### src/rtl/gszr_pkg.sv
// shared types, codes and widths for the gated sample zero-run encoder
// no dependencies; used by every module of the block
package gszr_pkg;

    localparam int INDEX_BITS = 24;

    localparam int HALF_W   = 16;
    localparam int SHIFT_W  = 17;
    localparam int SAMPLE_W = 18;
    localparam int PAIR_W   = 19;
    localparam int VALUE_W  = 26;
    localparam int SCAN_W   = 32;
    localparam int SSN_W    = 31;
    localparam int PTS_W    = 24;
    localparam int NZ_W     = 24;
    localparam int SUM_W    = 48;
    localparam int PEAK_W   = 17;
    localparam int TIME_W   = 64;
    localparam int WPOS_W   = 16;
    localparam int FVH_W    = 16;

    localparam int FIFO_DEPTH = 4;
    localparam int FIFO_AW    = 2;
    localparam int CNT_W      = 3;

    // input commands
    localparam logic [1:0] CMD_HEADER = 2'd0;
    localparam logic [1:0] CMD_WORD   = 2'd1;
    localparam logic [1:0] CMD_END    = 2'd2;

    // result kinds
    localparam logic [1:0] KIND_RUN     = 2'd0;
    localparam logic [1:0] KIND_SAMPLE  = 2'd1;
    localparam logic [1:0] KIND_SUMMARY = 2'd2;

    // operations handed from the front stage to the merge stage
    localparam logic [1:0] OP_GAP     = 2'd0;
    localparam logic [1:0] OP_SAMPLES = 2'd1;
    localparam logic [1:0] OP_SUMMARY = 2'd2;

    // register indexes on the configuration port
    localparam logic [1:0] REG_SCAN_START = 2'd0;
    localparam logic [1:0] REG_POST_TRIG  = 2'd1;
    localparam logic [1:0] REG_RANGE      = 2'd2;

    typedef struct packed {
        logic [1:0]          op;
        logic [VALUE_W-1:0]  gap;
        logic [SAMPLE_W-1:0] v0;
        logic [SAMPLE_W-1:0] v1;
        logic                e0;
        logic [PAIR_W-1:0]   pair;
        logic [TIME_W-1:0]   trig_time;
    } s1_t;

    typedef struct packed {
        logic [1:0]          kind;
        logic [VALUE_W-1:0]  value;
        logic [SCAN_W-1:0]   scan_number;
        logic [NZ_W-1:0]     sample_count;
        logic [SUM_W-1:0]    total_count;
        logic [PEAK_W-1:0]   peak_value;
        logic [VALUE_W-1:0]  peak_position;
        logic [TIME_W-1:0]   time_out;
        logic                last;
    } res_t;

endpackage

### src/rtl/gszr_lane.sv
// one sample lane: sign-extends a 16-bit half-word and adds the range shift
// depends on gszr_pkg
module gszr_lane (
    input  logic [gszr_pkg::HALF_W-1:0]   half,
    input  logic [gszr_pkg::SHIFT_W-1:0]  shift,
    output logic [gszr_pkg::SAMPLE_W-1:0] sample_val
);

    logic [gszr_pkg::SAMPLE_W-1:0] half_ext;
    logic [gszr_pkg::SAMPLE_W-1:0] shift_ext;

    assign half_ext  = {{(gszr_pkg::SAMPLE_W - gszr_pkg::HALF_W){half[gszr_pkg::HALF_W-1]}},
                        half};
    assign shift_ext = {{(gszr_pkg::SAMPLE_W - gszr_pkg::SHIFT_W){shift[gszr_pkg::SHIFT_W-1]}},
                        shift};

    assign sample_val = half_ext + shift_ext;

endmodule

### src/rtl/gszr_merge.sv
// merge stage: combines the two lane samples into the per-trigger totals and
// forms up to two results per request; depends on gszr_pkg
module gszr_merge (
    input  logic                        clk,
    input  logic                        rst_n,
    input  logic                        fire,
    input  gszr_pkg::s1_t               s1,
    input  logic [gszr_pkg::SSN_W-1:0]  scan_start,
    output gszr_pkg::res_t              res0,
    output gszr_pkg::res_t              res1,
    output logic [1:0]                  res_n
);

    logic [gszr_pkg::VALUE_W-1:0] zt_reg, zt_next;
    logic [gszr_pkg::NZ_W-1:0]    nz_reg, nz_next;
    logic [gszr_pkg::SUM_W-1:0]   sum_reg, sum_next;
    logic [gszr_pkg::PEAK_W-1:0]  peak_reg, peak_next;
    logic [gszr_pkg::VALUE_W-1:0] ppos_reg, ppos_next;
    logic [gszr_pkg::SCAN_W-1:0]  trig_reg, trig_next;

    logic [gszr_pkg::VALUE_W-1:0] pos0;
    logic [gszr_pkg::VALUE_W-1:0] pos1;
    logic [gszr_pkg::PEAK_W-1:0]  pk_mid;
    logic [gszr_pkg::VALUE_W-1:0] pp_mid;
    logic [gszr_pkg::VALUE_W-1:0] v0_ext;
    logic [gszr_pkg::VALUE_W-1:0] v1_ext;
    logic [gszr_pkg::SUM_W-1:0]   pair_ext;
    logic                         hit0;
    logic                         hit1;

    assign pos0 = zt_reg + gszr_pkg::VALUE_W'(nz_reg);
    assign pos1 = pos0 + gszr_pkg::VALUE_W'(s1.e0);

    assign v0_ext = {{(gszr_pkg::VALUE_W - gszr_pkg::SAMPLE_W){s1.v0[gszr_pkg::SAMPLE_W-1]}},
                     s1.v0};
    assign v1_ext = {{(gszr_pkg::VALUE_W - gszr_pkg::SAMPLE_W){s1.v1[gszr_pkg::SAMPLE_W-1]}},
                     s1.v1};
    assign pair_ext = {{(gszr_pkg::SUM_W - gszr_pkg::PAIR_W){s1.pair[gszr_pkg::PAIR_W-1]}},
                       s1.pair};

    // strictly larger and positive: earliest peak wins, low lane before high lane
    assign hit0   = s1.e0 && !s1.v0[gszr_pkg::SAMPLE_W-1]
                    && (s1.v0[gszr_pkg::PEAK_W-1:0] > peak_reg);
    assign pk_mid = hit0 ? s1.v0[gszr_pkg::PEAK_W-1:0] : peak_reg;
    assign pp_mid = hit0 ? pos0 : ppos_reg;
    assign hit1   = !s1.v1[gszr_pkg::SAMPLE_W-1] && (s1.v1[gszr_pkg::PEAK_W-1:0] > pk_mid);

    always_comb
    begin
        res0      = '0;
        res1      = '0;
        res_n     = 2'd0;
        zt_next   = zt_reg;
        nz_next   = nz_reg;
        sum_next  = sum_reg;
        peak_next = peak_reg;
        ppos_next = ppos_reg;
        trig_next = trig_reg;
        unique case (s1.op)
            gszr_pkg::OP_GAP:
            begin
                zt_next = zt_reg + s1.gap;
                if (s1.gap != '0)
                begin
                    res0.kind  = gszr_pkg::KIND_RUN;
                    res0.value = '0 - s1.gap;
                    res0.last  = 1'b1;
                    res_n      = 2'd1;
                end
            end
            gszr_pkg::OP_SAMPLES:
            begin
                peak_next = hit1 ? s1.v1[gszr_pkg::PEAK_W-1:0] : pk_mid;
                ppos_next = hit1 ? pos1 : pp_mid;
                nz_next   = nz_reg + (s1.e0 ? gszr_pkg::NZ_W'(2) : gszr_pkg::NZ_W'(1));
                sum_next  = sum_reg + pair_ext;
                if (s1.e0)
                begin
                    res0.kind  = gszr_pkg::KIND_SAMPLE;
                    res0.value = v0_ext;
                    res1.kind  = gszr_pkg::KIND_SAMPLE;
                    res1.value = v1_ext;
                    res1.last  = 1'b1;
                    res_n      = 2'd2;
                end
                else
                begin
                    res0.kind  = gszr_pkg::KIND_SAMPLE;
                    res0.value = v1_ext;
                    res0.last  = 1'b1;
                    res_n      = 2'd1;
                end
            end
            gszr_pkg::OP_SUMMARY:
            begin
                res0.kind          = gszr_pkg::KIND_SUMMARY;
                res0.scan_number   = gszr_pkg::SCAN_W'(scan_start) + trig_reg;
                res0.sample_count  = nz_reg;
                res0.total_count   = sum_reg;
                res0.peak_value    = peak_reg;
                res0.peak_position = ppos_reg;
                res0.time_out      = s1.trig_time;
                res0.last          = 1'b1;
                res_n              = 2'd1;
                trig_next          = trig_reg + gszr_pkg::SCAN_W'(1);
                zt_next            = '0;
                nz_next            = '0;
                sum_next           = '0;
                peak_next          = '0;
                ppos_next          = '0;
            end
            default:
            begin
            end
        endcase
    end

    always_ff @(posedge clk or negedge rst_n)
    begin
        if (!rst_n)
        begin
            zt_reg   <= '0;
            nz_reg   <= '0;
            sum_reg  <= '0;
            peak_reg <= '0;
            ppos_reg <= '0;
            trig_reg <= '0;
        end
        else if (fire)
        begin
            zt_reg   <= zt_next;
            nz_reg   <= nz_next;
            sum_reg  <= sum_next;
            peak_reg <= peak_next;
            ppos_reg <= ppos_next;
            trig_reg <= trig_next;
        end
    end

endmodule

### src/rtl/gated_sample_zero_run_encoder_unit.sv
// top level: configuration port, gate tracking front stage, two sample lanes,
// merge stage and result queue; depends on gszr_pkg, gszr_lane, gszr_merge
//
//  channel   signals                                   direction
//  item      item_valid / item_stall + payload         in
//  result    result_valid / result_stall + payload     out
//  config    psel penable pwrite paddr pwdata prdata   in/out
//
// a sample word giving two samples pushes two results into the 4-entry queue, which the
// single result port drains; a header or end-of-trigger request pushes at most one
// a taken request passes the front register and then the queue before its result appears
// reset clears all control state at once; there is no clearing pass
// item_stall rises only while the merge stage waits for two free queue entries
module gated_sample_zero_run_encoder_unit (
    input  logic                               clk,
    input  logic                               rst_n,

    input  logic                               item_valid,
    output logic                               item_stall,
    input  logic [1:0]                         cmd,
    input  logic [31:0]                        sample_word,
    input  logic [gszr_pkg::INDEX_BITS-1:0]    gate_start,
    input  logic [gszr_pkg::INDEX_BITS-1:0]    gate_stop,
    input  logic [gszr_pkg::FVH_W-1:0]         first_valid_half,
    input  logic [gszr_pkg::TIME_W-1:0]        trigger_time,

    output logic                               result_valid,
    input  logic                               result_stall,
    output logic [1:0]                         kind,
    output logic [gszr_pkg::VALUE_W-1:0]       value,
    output logic [gszr_pkg::SCAN_W-1:0]        scan_number,
    output logic [gszr_pkg::NZ_W-1:0]          sample_count,
    output logic [gszr_pkg::SUM_W-1:0]         total_count,
    output logic [gszr_pkg::PEAK_W-1:0]        peak_value,
    output logic [gszr_pkg::VALUE_W-1:0]       peak_position,
    output logic [gszr_pkg::TIME_W-1:0]        time_out,
    output logic                               last,

    input  logic                               psel,
    input  logic                               penable,
    input  logic                               pwrite,
    input  logic [3:0]                         paddr,
    input  logic [31:0]                        pwdata,
    output logic [31:0]                        prdata,
    output logic                               pready
);

    // configuration registers
    logic [gszr_pkg::SSN_W-1:0]   ssn_reg;
    logic [gszr_pkg::PTS_W-1:0]   pts_reg;
    logic [gszr_pkg::SHIFT_W-1:0] shift_reg;
    logic                         cfg_wr;

    // front stage gate tracking
    logic                             first_gate_reg, first_gate_next;
    logic                             gate_empty_reg, gate_empty_next;
    logic [gszr_pkg::INDEX_BITS-1:0]  prev_stop_reg, prev_stop_next;
    logic [gszr_pkg::WPOS_W-1:0]      wpos_reg, wpos_next;
    logic [gszr_pkg::WPOS_W-2:0]      skip_reg, skip_next;
    logic                             odd_reg, odd_next;

    logic                         s1_v_reg, s1_v_next;
    gszr_pkg::s1_t                s1_reg, s1_next;
    logic                         item_take;
    logic                         fire;

    logic [gszr_pkg::SAMPLE_W-1:0] lane_lo;
    logic [gszr_pkg::SAMPLE_W-1:0] lane_hi;
    logic [gszr_pkg::VALUE_W-1:0]  start_w;
    logic [gszr_pkg::PAIR_W-1:0]   lo_ext;
    logic [gszr_pkg::PAIR_W-1:0]   hi_ext;

    gszr_pkg::res_t               res0;
    gszr_pkg::res_t               res1;
    logic [1:0]                   merge_n;

    // result queue
    gszr_pkg::res_t               fifo_mem [gszr_pkg::FIFO_DEPTH];
    logic [gszr_pkg::FIFO_AW-1:0] wr_ptr_reg, wr_ptr_next;
    logic [gszr_pkg::FIFO_AW-1:0] rd_ptr_reg, rd_ptr_next;
    logic [gszr_pkg::CNT_W-1:0]   fifo_count_reg, fifo_count_next;
    logic [1:0]                   push_n;
    logic                         pop;
    gszr_pkg::res_t               head;

    // ---------------- configuration port ----------------
    assign pready = 1'b1;
    assign cfg_wr = psel && penable && pwrite && pready;

    always_ff @(posedge clk or negedge rst_n)
    begin
        if (!rst_n)
        begin
            ssn_reg   <= '0;
            pts_reg   <= '0;
            shift_reg <= '0;
        end
        else if (cfg_wr)
        begin
            unique case (paddr[3:2])
                gszr_pkg::REG_SCAN_START: ssn_reg   <= pwdata[gszr_pkg::SSN_W-1:0];
                gszr_pkg::REG_POST_TRIG:  pts_reg   <= pwdata[gszr_pkg::PTS_W-1:0];
                gszr_pkg::REG_RANGE:      shift_reg <= pwdata[gszr_pkg::SHIFT_W-1:0];
                default:
                begin
                end
            endcase
        end
    end

    always_comb
    begin
        unique case (paddr[3:2])
            gszr_pkg::REG_SCAN_START: prdata = 32'(ssn_reg);
            gszr_pkg::REG_POST_TRIG:  prdata = 32'(pts_reg);
            gszr_pkg::REG_RANGE:      prdata = 32'(shift_reg);
            default:                  prdata = '0;
        endcase
    end

    // ---------------- sample lanes ----------------
    gszr_lane u_lane_lo (
        .half       (sample_word[15:0]),
        .shift      (shift_reg),
        .sample_val (lane_lo)
    );

    gszr_lane u_lane_hi (
        .half       (sample_word[31:16]),
        .shift      (shift_reg),
        .sample_val (lane_hi)
    );

    assign lo_ext  = {lane_lo[gszr_pkg::SAMPLE_W-1], lane_lo};
    assign hi_ext  = {lane_hi[gszr_pkg::SAMPLE_W-1], lane_hi};
    assign start_w = gszr_pkg::VALUE_W'(gate_start);

    // ---------------- front stage ----------------
    assign fire       = s1_v_reg && (fifo_count_reg <= gszr_pkg::CNT_W'(gszr_pkg::FIFO_DEPTH - 2));
    assign item_stall = s1_v_reg && !fire;
    assign item_take  = item_valid && !item_stall;

    always_comb
    begin
        first_gate_next = first_gate_reg;
        gate_empty_next = gate_empty_reg;
        prev_stop_next  = prev_stop_reg;
        wpos_next       = wpos_reg;
        skip_next       = skip_reg;
        odd_next        = odd_reg;
        s1_v_next       = s1_v_reg && !fire;
        s1_next         = s1_reg;
        if (item_take)
        begin
            s1_v_next         = 1'b0;
            s1_next.v0        = lane_lo;
            s1_next.v1        = lane_hi;
            s1_next.trig_time = trigger_time;
            unique case (cmd)
                gszr_pkg::CMD_HEADER:
                begin
                    first_gate_next = 1'b0;
                    prev_stop_next  = gate_stop;
                    if (gate_stop <= gate_start)
                    begin
                        gate_empty_next = 1'b1;
                    end
                    else
                    begin
                        gate_empty_next = 1'b0;
                        wpos_next       = '0;
                        skip_next       = first_valid_half[gszr_pkg::FVH_W-1:1];
                        odd_next        = first_valid_half[0];
                        s1_v_next       = 1'b1;
                        s1_next.op      = gszr_pkg::OP_GAP;
                        s1_next.gap     = first_gate_reg
                                          ? start_w + gszr_pkg::VALUE_W'(pts_reg)
                                          : start_w - gszr_pkg::VALUE_W'(prev_stop_reg);
                    end
                end
                gszr_pkg::CMD_WORD:
                begin
                    if (!gate_empty_reg)
                    begin
                        // position saturates on very long gates
                        if (wpos_reg != '1)
                        begin
                            wpos_next = wpos_reg + gszr_pkg::WPOS_W'(1);
                        end
                        if (wpos_reg >= gszr_pkg::WPOS_W'(skip_reg))
                        begin
                            s1_v_next    = 1'b1;
                            s1_next.op   = gszr_pkg::OP_SAMPLES;
                            s1_next.e0   = !((wpos_reg == gszr_pkg::WPOS_W'(skip_reg))
                                             && odd_reg);
                            s1_next.pair = hi_ext + (s1_next.e0 ? lo_ext : '0);
                        end
                    end
                end
                gszr_pkg::CMD_END:
                begin
                    s1_v_next       = 1'b1;
                    s1_next.op      = gszr_pkg::OP_SUMMARY;
                    first_gate_next = 1'b1;
                    gate_empty_next = 1'b1;
                    prev_stop_next  = '0;
                    wpos_next       = '0;
                    skip_next       = '0;
                    odd_next        = 1'b0;
                end
                default:
                begin
                end
            endcase
        end
    end

    always_ff @(posedge clk or negedge rst_n)
    begin
        if (!rst_n)
        begin
            first_gate_reg <= 1'b1;
            gate_empty_reg <= 1'b1;
            prev_stop_reg  <= '0;
            wpos_reg       <= '0;
            skip_reg       <= '0;
            odd_reg        <= 1'b0;
            s1_v_reg       <= 1'b0;
        end
        else
        begin
            first_gate_reg <= first_gate_next;
            gate_empty_reg <= gate_empty_next;
            prev_stop_reg  <= prev_stop_next;
            wpos_reg       <= wpos_next;
            skip_reg       <= skip_next;
            odd_reg        <= odd_next;
            s1_v_reg       <= s1_v_next;
        end
    end

    always_ff @(posedge clk)
    begin
        s1_reg <= s1_next;
    end

    // ---------------- merge stage ----------------
    gszr_merge u_merge (
        .clk        (clk),
        .rst_n      (rst_n),
        .fire       (fire),
        .s1         (s1_reg),
        .scan_start (ssn_reg),
        .res0       (res0),
        .res1       (res1),
        .res_n      (merge_n)
    );

    // ---------------- result queue ----------------
    assign push_n = fire ? merge_n : 2'd0;
    assign pop    = (fifo_count_reg != '0) && !result_stall;

    assign wr_ptr_next     = wr_ptr_reg + gszr_pkg::FIFO_AW'(push_n);
    assign rd_ptr_next     = rd_ptr_reg + gszr_pkg::FIFO_AW'(pop);
    assign fifo_count_next = fifo_count_reg + gszr_pkg::CNT_W'(push_n)
                             - gszr_pkg::CNT_W'(pop);

    always_ff @(posedge clk)
    begin
        if (push_n != 2'd0)
        begin
            fifo_mem[wr_ptr_reg] <= res0;
        end
        if (push_n == 2'd2)
        begin
            fifo_mem[wr_ptr_reg + gszr_pkg::FIFO_AW'(1)] <= res1;
        end
    end

    always_ff @(posedge clk or negedge rst_n)
    begin
        if (!rst_n)
        begin
            wr_ptr_reg     <= '0;
            rd_ptr_reg     <= '0;
            fifo_count_reg <= '0;
        end
        else
        begin
            wr_ptr_reg     <= wr_ptr_next;
            rd_ptr_reg     <= rd_ptr_next;
            fifo_count_reg <= fifo_count_next;
        end
    end

    assign head          = fifo_mem[rd_ptr_reg];
    assign result_valid  = (fifo_count_reg != '0);
    assign kind          = head.kind;
    assign value         = head.value;
    assign scan_number   = head.scan_number;
    assign sample_count  = head.sample_count;
    assign total_count   = head.total_count;
    assign peak_value    = head.peak_value;
    assign peak_position = head.peak_position;
    assign time_out      = head.time_out;
    assign last          = head.last;

`ifndef SYNTHESIS
    a_queue_bound: assert property (@(posedge clk) disable iff (!rst_n)
        fifo_count_reg <= gszr_pkg::CNT_W'(gszr_pkg::FIFO_DEPTH))
        else $error("result queue over capacity");

    a_summary_one: assert property (@(posedge clk) disable iff (!rst_n)
        (fire && s1_reg.op == gszr_pkg::OP_SUMMARY) |-> (merge_n == 2'd1))
        else $error("trigger summary did not give exactly one result");

    a_samples_emit: assert property (@(posedge clk) disable iff (!rst_n)
        (fire && s1_reg.op == gszr_pkg::OP_SAMPLES) |=> (fifo_count_reg != '0))
        else $error("sample request left the queue empty");
`endif

endmodule

### config.mk
export PLATFORM = sky130hd
export DESIGN_NAME = gated_sample_zero_run_encoder_unit
export DESIGN_NICKNAME = d
export VERILOG_FILES = /design/src/rtl/gszr_pkg.sv /design/src/rtl/gszr_lane.sv /design/src/rtl/gszr_merge.sv /design/src/rtl/gated_sample_zero_run_encoder_unit.sv
export SDC_FILE = /design/constraint.sdc
export NUM_CORES = 2
export LEC_CHECK = 0
export BUFFER_PORTS_ARGS = -buffer_cell sky130_fd_sc_hd__buf_2
export CORE_MARGIN = 2
export CORE_UTILIZATION = 39
export CTS_CLUSTER_DIAMETER = 30
export DETAILED_ROUTE_END_ITERATION = 10
export PLACE_DENSITY = 0.6
export SLEW_MARGIN = 30
export SYNTH_ARGS = -nofsm -noshare
export SYNTH_HDL_FRONTEND = slang
export SYNTH_HIERARCHICAL = 1
export SYNTH_SLANG_ARGS = --single-unit
### constraint.sdc
create_clock -name clk -period 25.7 [get_ports clk]
set_clock_uncertainty 0.2 [all_clocks]
set_input_delay 1.285 -clock clk [delete_from_list [all_inputs] [get_ports clk]]
set_output_delay 1.285 -clock clk [all_outputs]
set_load 0.03 [all_outputs]
Word level (Yosys, flattened, before mapping)
Memories as Yosys holds them, arrays and structs flattened.
Index checks and enable logic that the tools add are counted.
{"block": "op_classes", "bitwise": 2, "order_cmp": 5, "addsub": 19, "reduce_logical": 39, "mux": 54, "eq_ne": 14}
{"operator": "2-to-1 mux 211 bit", "count": 1}
{"operator": "one-hot mux 26 bit (2 select lines)", "count": 3}
{"operator": "2-to-1 mux 26 bit", "count": 5}
{"operator": "one-hot mux 24 bit (2 select lines)", "count": 2}
{"operator": "one-hot mux 48 bit (2 select lines)", "count": 1}
{"operator": "one-hot mux 31 bit (3 select lines)", "count": 1}
{"operator": "2-to-1 mux 28 bit", "count": 2}
{"operator": "adder 48 bit", "count": 1}
{"operator": "2-to-1 mux 16 bit", "count": 3}
{"operator": "one-hot mux 16 bit (3 select lines)", "count": 1}
{"operator": "adder 16 x 17 -> 18 bit", "count": 2}
{"operator": "greater-than comparator 17 bit", "count": 2}
{"operator": "2-to-1 mux 17 bit", "count": 2}
{"operator": "one-hot mux 17 bit (2 select lines)", "count": 1}
{"operator": "adder 31 x 32 -> 32 bit", "count": 1}
{"operator": "adder 32 x 1 -> 32 bit (second input constant)", "count": 1}
{"operator": "one-hot mux 15 bit (2 select lines)", "count": 1}
{"operator": "2-to-1 mux 27 bit", "count": 1}
{"operator": "adder 26 x 1 -> 26 bit", "count": 1}
{"operator": "adder 26 x 24 -> 26 bit", "count": 1}
{"operator": "adder 26 bit", "count": 1}
{"operator": "nonzero test 26 bit", "count": 1}
{"operator": "subtractor 1 x 26 -> 26 bit (first input constant)", "count": 1}
{"operator": "adder 24 x 24 -> 25 bit", "count": 1}
{"operator": "35 further kinds", "count": 96}
{"block": "word_totals", "ramBits": 960, "reg_bits": 459, "wordCells": 160, "n_memories": 1, "out_inout_bits": 275}
{"memory": "fifo_mem", "depth": 4, "word_bits": 240, "rd": 1, "rd_ports_with_merged_regs": 0, "write_ports": 2, "line": "gated_sample_zero_run_encoder_unit.sv:78", "text": "gszr_pkg::res_t fifo_mem [gszr_pkg::FIFO_DEPTH];"}

Longest topological paths before layout
{"block": "depth", "depth_word": 8, "ltp_mapped": 24, "mapped_depth_nobuf": 22}

By module
The synthesis kept the hierarchy.
{"mod": "gated_sample_zero_run_encoder_unit", "seq_area_each_um2": 36727.7, "instances": 1, "area_per_inst_um2": 60847.1, "cells_each": 3655}
{"mod": "gszr_merge", "seq_area_each_um2": 4329.2, "instances": 1, "area_per_inst_um2": 18899.4, "cells_each": 2336}
{"mod": "gszr_lane (u_lane_lo)", "seq_area_each_um2": 0.0, "instances": 1, "area_per_inst_um2": 977.2, "cells_each": 130}
{"mod": "gszr_lane (u_lane_hi)", "seq_area_each_um2": 0.0, "instances": 1, "area_per_inst_um2": 944.7, "cells_each": 126}

Worst setup path after synthesis
OpenSTA, ideal clock, no wires.
{"block": "synth_path", "kind": "register to register", "start": "register s1_reg[121] (netlist name)", "end": "memory fifo_mem[0][0] (netlist name), enable pin", "path_buffers": 3, "arrival_time_ns": 19.741, "path_slack_ns": 4.566, "stages_incl_launch_ff": 15, "setup_ns": 1.193, "cell_sequence": "edfxtp_1 > inv_1 > ha_1 > nand2_1 > nor2_1 > nand2_1 > nor2_1 > nand2_1 > o31ai_1 > clkbuf_1 > a21oi_1 > buf_4 > clkbuf_1 > o21ai_0 > o31ai_1"}
{"element": "start, declared", "line": "gated_sample_zero_run_encoder_unit.sv:63", "text": "gszr_pkg::s1_t s1_reg, s1_next;"}
{"element": "start signal, assigned", "line": "gated_sample_zero_run_encoder_unit.sv:244", "text": "s1_reg <= s1_next;"}
{"element": "end, declared", "line": "gated_sample_zero_run_encoder_unit.sv:78"}

Worst setup path in the final report
{"block": "layout_path", "start": "register s1_reg[106] (netlist name)", "end": "register u_merge/ppos_reg[24] (netlist name)"}
{"block": "layout_between", "elab_chain_len": 7}
{"element": "greater-than comparator 17 bit", "line": "gszr_merge.sv:43", "text": "&& (s1.v0[gszr_pkg::PEAK_W-1:0] > peak_reg);"}
{"element": "logical AND 1 bit", "line": "gszr_merge.sv:43"}
{"element": "2-to-1 mux 17 bit", "line": "gszr_merge.sv:44", "text": "assign pk_mid = hit0 ? s1.v0[gszr_pkg::PEAK_W-1:0] : peak_reg;"}
{"element": "greater-than comparator 17 bit", "line": "gszr_merge.sv:46", "text": "assign hit1 = !s1.v1[gszr_pkg::SAMPLE_W-1] && (s1.v1[gszr_pkg::PEAK_W-1:0] > pk_mid);"}
{"element": "logical AND 1 bit", "line": "gszr_merge.sv:46"}
{"element": "inequality test 3 x 1 -> 1 bit (no line) or 2-to-1 mux 26 bit (tied branches)"}
{"element": "AND reduction 3 bit (no line) or one-hot mux 26 bit (2 select lines) (tied branches)"}
{"element": "end signal, assigned", "line": "gszr_merge.sv:135", "text": "ppos_reg <= ppos_next;"}
{"element": "end, declared", "line": "gszr_merge.sv:18", "text": "logic [gszr_pkg::VALUE_W-1:0] ppos_reg, ppos_next;"}
Parallel ways exist; a longest one is shown, timed or not.
A chain may end at the register's enable or synchronous reset.

==> flow_metrics.tcl <==
set metrics [dict create \
    synthTopCellsByCount "1,108 x edfxtp_1, 1,050 x mux2_2, 356 x nand2_1" \
    cp_top_family "simple AND/OR/NAND/NOR gates" \
    yosysMostFrequentCell "edfxtp_1" \
    async_reset_ff_share_pct 21.92 \
    drt_iter0_drc 4012 \
    io_buffers 474 \
    synth_area_um2 81670 \
    ys.flop_type "edfxtp_1" \
    path_common_cell "ha_1" \
    viasPerCell 5.386 \
    setup_viol 0 \
    io_pins 480 \
    multi_input_area_um2 37990 \
    path_clk_slew_ps 40 \
    maxSlewViolCount 0 \
    grt_pass1_vias 55040 \
    holdWs_ps 198.8 \
    synthTopCellsByArea "edfxtp_1 41%, mux2_2 14%, dfrtp_1 9.5%, mux4_2 6.6%, ha_1 4.8%" \
    initial_core_util_pct 39.32 \
    cp_data_arrival_time_ps 7290 \
    ys_seq_elements 1419 \
    drc 0 \
    layout.nets 7396 \
    rr_startpoint "s1_reg[106]$_DFFE_PP_" \
    period_minus_slack_ps 6723 \
    dpl.hpwl_um 150100 \
    post_cts_resized 0 \
    startpoint "s1_reg[106]$_DFFE_PP_" \
    worstMarginPinSlew_ps 1008 \
    grt_overflow 0 \
    grt_pass1_wl_um 343500 \
    drt-total-wl_um 230200 \
    required_ps 26270 \
    r2r_cells 22 \
    final_hold_viol_count 0 \
    timing_worst_setup_path_type "reg2reg" \
    reg2reg_slack_ps 18980 \
    die_y_um 461.6 \
    cp_slowest_stage_delay_ps 590 \
    grt_antenna_before_repair 11 \
    synth.yosys.seq_area_share_pct 50.27 \
    cp.depth 22 \
    yosysTopAreaCell "edfxtp_1" \
    syn2layout_area_growth_pct 21.35 \
    vias 53640 \
    seqCellArea_um2 41060 \
    largest_reg_flops 960 \
    dr.pass1.iters 5 \
    synthCells 6247 \
    clk_latency_ps 940 \
    power_density_nw_per_um2 115.5 \
    die_area_um2 213100 \
    cp-endpoint "u_merge/ppos_reg[24]$_DFFE_PN0P_" \
    fmax_mhz 148.7 \
    yosys_warnings 6 \
    critPathMaxFanout 33 \
    h-tree-depth 5 \
    min_path_type "in2async" \
    postCtsHoldBufs 0 \
    synth_top_area_share_pct 40.74 \
    synth.avg_cell_area_um2 13.07 \
    path_cells "ha_1, a21oi_1, nor2b_1, o21ai_0, o211ai_1, a221o_1, a221oi_1, or4_2, mux2i_1, ha_1, nand4_1, nor4_1, a211oi_1, a31oi_4, buf_4, nand2_1, or3_4, nor3_4, and4_1, nand3_1, xnor2_1, a22o_1" \
    cp_num_buf_inv 1 \
    slew-limit-headroom_pct 32.79 \
    drive_above_1_share_pct 35.03 \
    cts_setup_buffers 0 \
    wl_per_cell_um 23.11 \
    fill_cells 18240 \
    cts_tree "yes" \
    fin_crit_sh_pct 26.16 \
    grt_max_degree 120 \
    synth_edf_count 1108 \
    chipWidth_um 461.6 \
    leakage_nw 40.01 \
    cts.sinks 1419 \
    clock_path_buffers 4 \
    gp_congestion 0.8836 \
    cp_slowest_cell "or4_2" \
    start_kind "flop" \
    cts_made_buffers 377 \
    ir_drop_v 0.00007874 \
    rsz0062_at_grt "false" \
    setup.worst_path.end_class "flop" \
    track_usage_pct 21.21 \
    ant_nets 0 \
    fin_tns_setup_ps 0 \
    rows 167 \
    core_area_um2 207700 \
    reg2reg_to "u_merge/ppos_reg[24]$_DFFE_PN0P_" \
    drv_cap 0 \
    synth_cell_types 112 \
    status "finished clean" \
    cts_root_buf "clkbuf_16" \
]
per-stage QoR:
stage	cell area (um2)	setup WS [ps]	cells	utilization (%)	total power [mW]
3_3_place_gp	86140	18600	9268	41.47	6.711
2_1_floorplan	82460	4566	6458	-	5.665
3_5_place_dp	86150	18980	9269	41.48	6.746
5_1_grt	99080	18590	9950	47.71	11.96
6_report	99110	18980	9959	47.72	11.44
4_1_cts	98970	18950	9946	47.65	11.53
where the power goes:
group | leakage [nW] | internal, mW | switching [mW]
combinational | 19.5 | 1.40 | 2.19
clock | 6.23 | 3.35 | 1.39
sequential | 14.3 | 2.85 | 0.267
total | 40.0 | 7.59 | 3.85
per-layer routing:
metal,vias to the layer above,routed length (um),global-route usage (%)
li1,24750,-,-
met1,26900,101100,28.08
met2,1576,109500,35.06
met3,403,13570,4.226
met4,14,5961,6.471
met5,-,88,0
worst min-delay path by stage:
stage,start,slack [ps],end
after floorplan,u_merge/ppos_reg[7]$_DFFE_PN0P_,240,u_merge/ppos_reg[7]$_DFFE_PN0P_
after CTS,rst_n,170,prev_stop_reg[15]$_DFFE_PN0P_
after global placement,u_merge/ppos_reg[2]$_DFFE_PN0P_,250,u_merge/ppos_reg[2]$_DFFE_PN0P_
after detailed placement,u_merge/ppos_reg[2]$_DFFE_PN0P_,260,u_merge/ppos_reg[2]$_DFFE_PN0P_
final,rst_n,200,prev_stop_reg[15]$_DFFE_PN0P_
after global routing,rst_n,200,prev_stop_reg[14]$_DFFE_PN0P_
area by class of cell:
cell class                      instances  share of cell area, %
Antenna cell                            9                0.02272
Clock buffer                          438                  9.999
Clock inverter                        239                  2.932
Inverter                              163                 0.6199
Multi-Input combinational cell       4351                  38.33
Sequential cell                      1419                  41.44
Tap cell                             2788                  3.520
Timing Repair Buffer                  552                  3.137
kinds of logic (layout without fill, tap and decap cells):
group           Yosys count  count (layout)  share of synthesized area, %
xor+xnor                279             279                         3.001
simple gates           1201            1201                         7.430
other cells               3             223                       0.01379
buf+inv                 688            1392                         4.377
fa+ha+maj               327             327                         5.111
compound gates          985             985                         8.023
flops                  1419            1419                         50.27
mux                    1345            1345                         21.77
placed cells by master, fill, tap and decap left out, drive strengths merged, types with 12 or more instances in the layout:
cell type     n
inv         171
ha          316
mux4        240
a21oi       239
nor3         62
o21a         39
xnor2       162
edfxtp     1108
a211oi       34
nand4        48
nand2       357
a22o         88
nand3b       15
nand2b       32
o21ai       241
clkbuf      438
nor2b        34
bufinv       63
mux2i        55
a21o        114
mux2       1050
xor2        117
buf         552
or3          27
conb        214
and3         48
dfrtp       309
nand3        77
clkinv      137
and2        226
nor4         12
nor2        218
o211ai       20
o21bai       26
clkinvlp     31
o31ai        39
a31oi        37
worst register-to-register path: stages, from the launching register on:
cell,delay (ps)
edfxtp_1,410
ha_1,340
a21oi_1,140
nor2b_1,60
o21ai_0,220
o211ai_1,150
a221o_1,340
a221oi_1,300
or4_2,590
mux2i_1,210
ha_1,350
nand4_1,180
nor4_1,530
a211oi_1,210
a31oi_4,380
buf_4,420
nand2_1,180
or3_4,460
nor3_4,190
and4_1,270
nand3_1,110
xnor2_1,160
a22o_1,210
(Power assumes the default switching activity.)
